### src/rtl/core/ibb_pkg.sv
package ibb_pkg;

    localparam int PIX_W      = 8;
    localparam int WIN_BITS   = 8;   // history of each stage, 256 pixels
    localparam int CNT_W      = 32;
    localparam int SUM_W      = 13;
    localparam int ACC_W      = 14;
    localparam int RAD_W      = 4;
    localparam int PASS_W     = 3;
    localparam int INV_W      = 17;
    localparam int PROD_W     = SUM_W + INV_W;
    localparam int CFG_IDX_W  = 1;
    localparam int CFG_DATA_W = 4;

    localparam logic [CFG_IDX_W-1:0] CFG_RADIUS = 1'b0;
    localparam logic [CFG_IDX_W-1:0] CFG_PASSES = 1'b1;

    localparam logic [RAD_W-1:0]  RESET_RADIUS = 4'd5;
    localparam logic [PASS_W-1:0] RESET_PASSES = 3'd2;

    typedef enum logic [3:0] {
        S_IDLE,
        S_START,
        S_CHK,
        S_INIT_RD,
        S_INIT_ACC,
        S_ADD_RD,
        S_ADD_ACC,
        S_SUB_RD,
        S_SUB_ACC,
        S_MUL,
        S_WR,
        S_EMIT_CHK,
        S_EMIT_RD,
        S_EMIT_OUT,
        S_ROT_BACK
    } t_state;

    typedef enum logic [1:0] {
        ADDR_INIT,
        ADDR_ADD,
        ADDR_SUB,
        ADDR_EMIT
    } t_addr_sel;

    typedef struct packed {
        logic      init_clr;
        logic      init_acc;
        logic      load_sum;
        logic      add_acc;
        logic      sub_acc;
        logic      mul;
        logic      wr;
        logic      rotate;
        logic      emit_load;
        logic      close;
        t_addr_sel addr_sel;
    } t_cmd;

    typedef struct packed {
        logic pass;
        logic out_free;
        logic end_mode;
        logic short_line;
        logic at_p;
        logic run;
        logic x_zero;
        logic j_last;
        logic emit_ok;
        logic flush_more;
    } t_status;

    // Q16 reciprocal of 2r+1, rounded: (65536 + r) / (2r+1)
    function automatic logic [INV_W-1:0] f_inv(input logic [RAD_W-1:0] r);
        logic [INV_W-1:0] v;
        case (r)
            4'd1:    v = 17'd21845;
            4'd2:    v = 17'd13107;
            4'd3:    v = 17'd9362;
            4'd4:    v = 17'd7282;
            4'd5:    v = 17'd5958;
            4'd6:    v = 17'd5041;
            4'd7:    v = 17'd4369;
            4'd8:    v = 17'd3855;
            4'd9:    v = 17'd3449;
            4'd10:   v = 17'd3121;
            4'd11:   v = 17'd2849;
            4'd12:   v = 17'd2621;
            4'd13:   v = 17'd2427;
            4'd14:   v = 17'd2260;
            4'd15:   v = 17'd2114;
            default: v = 17'd65536;
        endcase
        return v;
    endfunction

endpackage

### src/rtl/core/ibb_ctrl.sv
module ibb_ctrl #(
    parameter int MAX_PASSES = 4
) (
    input  logic                            i_clk,
    input  logic                            i_rst_n,
    input  logic                            i_in_valid,
    output logic                            o_in_ready,
    input  ibb_pkg::t_status                i_status,
    output ibb_pkg::t_cmd                   o_cmd,
    output logic [$clog2(MAX_PASSES+1)-1:0] o_stage
);
    import ibb_pkg::*;

    localparam int SW = $clog2(MAX_PASSES + 1);

    t_state        r_state, n_state;
    logic [SW-1:0] r_stage, n_stage;

    always_ff @(posedge i_clk) begin
        if (!i_rst_n) begin
            r_state <= S_IDLE;
            r_stage <= '0;
        end else begin
            r_state <= n_state;
            r_stage <= n_stage;
        end
    end

    always_comb begin
        n_state    = r_state;
        n_stage    = r_stage;
        o_cmd      = '0;
        o_in_ready = 1'b0;
        case (r_state)
            S_IDLE: begin
                o_in_ready = !i_status.pass || i_status.out_free;
                if (i_in_valid && o_in_ready && !i_status.pass) begin
                    n_state = S_START;
                end
            end
            S_START: begin
                if (i_status.end_mode && i_status.short_line) begin
                    n_state = S_EMIT_CHK;
                end else begin
                    n_state = S_CHK;
                end
            end
            S_CHK: begin
                if (i_status.at_p) begin
                    n_state = S_EMIT_CHK;
                end else if (i_status.run) begin
                    if (i_status.x_zero) begin
                        o_cmd.init_clr = 1'b1;
                        n_state        = S_INIT_RD;
                    end else begin
                        o_cmd.load_sum = 1'b1;
                        n_state        = S_ADD_RD;
                    end
                end else begin
                    o_cmd.rotate = 1'b1;
                    n_stage      = SW'(r_stage + 1'b1);
                end
            end
            S_INIT_RD: begin
                o_cmd.addr_sel = ADDR_INIT;
                n_state        = S_INIT_ACC;
            end
            S_INIT_ACC: begin
                o_cmd.init_acc = 1'b1;
                n_state        = i_status.j_last ? S_ADD_RD : S_INIT_RD;
            end
            S_ADD_RD: begin
                o_cmd.addr_sel = ADDR_ADD;
                n_state        = S_ADD_ACC;
            end
            S_ADD_ACC: begin
                o_cmd.add_acc = 1'b1;
                n_state       = S_SUB_RD;
            end
            S_SUB_RD: begin
                o_cmd.addr_sel = ADDR_SUB;
                n_state        = S_SUB_ACC;
            end
            S_SUB_ACC: begin
                o_cmd.sub_acc = 1'b1;
                n_state       = S_MUL;
            end
            S_MUL: begin
                o_cmd.mul = 1'b1;
                n_state   = S_WR;
            end
            S_WR: begin
                o_cmd.wr = 1'b1;
                n_state  = S_CHK;
            end
            S_EMIT_CHK: begin
                if (i_status.end_mode) begin
                    if (i_status.flush_more) begin
                        n_state = S_EMIT_RD;
                    end else begin
                        o_cmd.close = 1'b1;
                        n_stage     = '0;
                        n_state     = S_IDLE;
                    end
                end else begin
                    n_state = i_status.emit_ok ? S_EMIT_RD : S_ROT_BACK;
                end
            end
            S_EMIT_RD: begin
                o_cmd.addr_sel = ADDR_EMIT;
                if (i_status.out_free) begin
                    n_state = S_EMIT_OUT;
                end
            end
            S_EMIT_OUT: begin
                o_cmd.emit_load = 1'b1;
                n_state         = i_status.end_mode ? S_EMIT_CHK : S_ROT_BACK;
            end
            S_ROT_BACK: begin
                o_cmd.rotate = 1'b1;
                if (int'(r_stage) == MAX_PASSES) begin
                    n_stage = '0;
                    n_state = S_IDLE;
                end else begin
                    n_stage = SW'(r_stage + 1'b1);
                end
            end
            default: begin
                n_state = S_IDLE;
                n_stage = '0;
            end
        endcase
    end

    assign o_stage = r_stage;
endmodule

### config.mk
export PLATFORM = sky130hd
export DESIGN_NAME = ibb_ctrl
export DESIGN_NICKNAME = d
export VERILOG_FILES = /design/src/rtl/core/ibb_pkg.sv /design/src/rtl/core/ibb_ctrl.sv
export SDC_FILE = /design/constraint.sdc
export NUM_CORES = 1
export LEC_CHECK = 0
export CAP_MARGIN = 30
export CORE_MARGIN = 2
export CORE_UTILIZATION = 40
export CTS_BUF_LIST = sky130_fd_sc_hd__clkbuf_8
export DETAILED_ROUTE_END_ITERATION = 16
export DONT_BUFFER_PORTS = 1
export PLACE_DENSITY = 0.6
export SLEW_MARGIN = 0
export SYNTH_ARGS = -nofsm -noshare
export SYNTH_HDL_FRONTEND = slang
export SYNTH_SLANG_ARGS = --single-unit
### constraint.sdc
create_clock -name i_clk -period 1.44 [get_ports i_clk]
set_input_delay 0.072 -clock i_clk [delete_from_list [all_inputs] [get_ports i_clk]]
set_output_delay 0.072 -clock i_clk [all_outputs]
set_load 0.02 [all_outputs]
==> summary.txt <==
Power
  • Cell Pwr Density: 1680 mW/mm^2
  • Leakage: 0.512 nW
  • Tot Pwr: 1.99 mW
  • Peak supply drop: 0.000883 V

CTS
  • CTS clk-pin slew, worst paths: 0.04 ns
  • H-tree Lvls: 1
  • Clock root cell: clkbuf_8
  • Clk_lat worst skew: 0.22 ns
  • TritonCTS clock tree: yes
  • TritonCTS Buffers: 3
  • Clock sink count: 7
  • Clock buffer depth: 2

Hold path
  • Min-delay worst type: in -> reg

Synth
  • #FFs+latches synth: 7
  • Post-synth EDFFs: 0
  • Cell count after synthesis: 109
  • Asr flop ratio synth: 0
  • Main synth FF type: dfxtp_1
  • Post-Syn Area: 766 um^2
  • Ys Warns: 0
  • Synth cell types: 34
  • Sequential area share after synthesis: 0.183
  • Syn_nets: 124
  • Syn avg cell area: 7.03 um^2

Floorplanning
  • Core ar.: 0.00176 mm^2
  • Initial Util: 0.434
  • Die footprint: 0.00228 mm^2
  • Site Rows: 15
  • # IOs: 29
  • Die Ht: 47.8 um
  • Die X: 47.8 um

Layout
  • Share of cells above drive strength 1: 0.489
  • Antenna Cells: 0
  • Layout net count: 157
  • Footprint of the multi-input gates: 658 um^2
  • Final Core Density: 0.671
  • FF/Latch Area: 148 um^2
  • Post-route cell area: 0.00118 mm^2
  • Fill count: 168
  • Syn-to-layout area delta: 54.6%

Global route
  • M3 GR Usage: 0.0491
  • Met1 GRT Util: 0.293
  • Number of antenna violations at the first check in global routing: 0
  • Number of global-route vias before repair: 760
  • Global-route wire length before repair: 3.37 mm
  • M2 GR Usage: 0.333
  • Overflow after GRT: 0
  • GRT busiest layer: met2
  • Pin count of the biggest net entering global routing: 19
  • Total GRT Usage: 0.209

Drt
  • Drt wl/cell: 14.0 um
  • ANT nets after route: 0
  • Remaining DRCs: 0
  • Starting DRT DRC Count: 17
  • DRT Pass-1 Iters: 4
  • Routed WL: 2.33 mm
  • DR vias/cell: 5.23
  • Vias: 869

Setup path
  • Critical Path AT: 1.62 ns
  • CP required: 1.55 ns
  • WS Path Type: reg -> reg
  • Crit start category: register
  • Most used cell, CP: buf_4
  • Kind of end point of the critical path: register
  • CP max stage cell: dfxtp_2
  • CP Max Fanout: 6
  • CP peak stage delay: 0.33 ns
  • Critical path, cell by cell: buf_4 > nand4b_1 > a21oi_2 > buf_4 > a211o_2 > nor3_2 > nor2_1

Placement
  • DP Area: 998 um^2
  • Gpl congestion: 0.832
  • PortBufs: 0
  • DP Wirelength: 1.61 mm

STA
  • Final period util: 1.05
  • Final setup fails: 9
  • Max Slew Vio Count: 0
  • Worst-Margin Slew: 0.374 ns
  • Final Hold Viols: 0
  • Setup WS post-layout: -0.0684 ns
  • Post-route minimum period: 1.51 ns
  • Slew margin rel.: 0.750
  • Setup_tns: -0.266 ns
  • Clock Skew: 0.000654 ns
  • RSZ-0062 raised after global routing: yes
  • F_max: 663 MHz

Status
  • Failing checks: negative setup slack
  • Outcome: finished, violations left

Flow run
  • Max-cap violation count: 0
final cells by class:
class                           count  share of cell area
Multi-Input combinational cell     90               0.556
Timing Repair Buffer               36               0.242
Sequential cell                     7               0.125
Clock buffer                        3              0.0349
Tap cell                           25              0.0264
Inverter                            4              0.0127
Clock inverter                      1             0.00317
placed cells by master, fill, tap and decap left out, types with 4 or more instances in the layout:
| master | Yosys | layout |
|---|---|---|
| buf_4 | 0 | 31 |
| nor2_1 | 15 | 12 |
| nand2_1 | 10 | 8 |
| a21oi_1 | 9 | 8 |
| nor3_1 | 9 | 7 |
| inv_1 | 4 | 5 |
| nand2b_1 | 6 | 4 |
stage by stage:
step / setup slack (ns) / instances / hold WS (ns)
after global placement: -0.0243 / 157 / 0.220
after global routing: -0.130 / 166 / 0.118
after floorplan: -0.0799 / 109 / 0.195
after detailed placement: -0.0663 / 157 / 0.221
final: -0.0684 / 166 / 0.0980
after CTS: -0.0631 / 165 / 0.00127
synthesized netlist by cell type, drive strengths merged (3+ instances only):
master | instances | area [um^2]
nor2 | 17 | 68.8
a21oi | 10 | 53.8
nand2 | 10 | 37.5
nor3 | 10 | 55.1
dfxtp | 7 | 140
nand2b | 6 | 37.5
clkbuf | 5 | 18.8
inv | 4 | 15.0
o21ai | 4 | 23.8
buf | 3 | 27.5
nand3 | 3 | 15.0
nor3b | 3 | 22.5
cell families (layout without fill, tap and decap cells):
group,count (synthesis),in the layout,share of synthesized area
fa+ha+maj,2,2,0.0327
buf+inv,12,44,0.0801
xor+xnor,2,2,0.0229
flops,7,7,0.183
compound gates,26,26,0.230
simple gates,60,60,0.451
sequential cells by signal, indices dropped and copies added, names as in the netlist:
signal and flops:
r_state 4, o_stage 3
power by group:
| part | total [mW] | switching, mW | internal (mW) |
|---|---|---|---|
| sequential | 0.318 | 0.0564 | 0.262 |
| clock | 0.265 | 0.0815 | 0.184 |
| combinational | 1.40 | 0.722 | 0.680 |
| total | 1.99 | 0.860 | 1.13 |
worst max-delay path: cells and delay by family (launching register included):
family / cells / cell delay (ns)
and+or+nand+nor: 3 / 0.37
DFF: 1 / 0.33
buffers and inverters: 2 / 0.33
AOI/OAI and AO/OA: 2 / 0.37
what timing repair did:
item                                    CTS  global route
pin swaps                                11             8
buffers inserted                          3             0
endpoints found under the setup margin   13            17
resized for setup                        16            16
cloned                                    0             0
hold buffers                              1             1
hold endpoints to repair                  6             1
final timing paths:
check	from	endpoint	slack [ns]	cells past startpoint
worst min-delay path	i_status[5]	r_state[3]	0.1	2
worst max register to register	r_state[3]	r_state[2]	-0.07	7
worst min register to register	o_stage[1]	o_stage[1]	0.63	3
worst max-delay path	r_state[3]	r_state[2]	-0.07	7
per-layer routing:
metal  wire length, um  share of wire
met1              1100           0.47
met2              1120           0.48
met3               101          0.043
met4                 9         0.0039
met5                 0              0
Note: power is estimated with default switching activity, not from simulation.
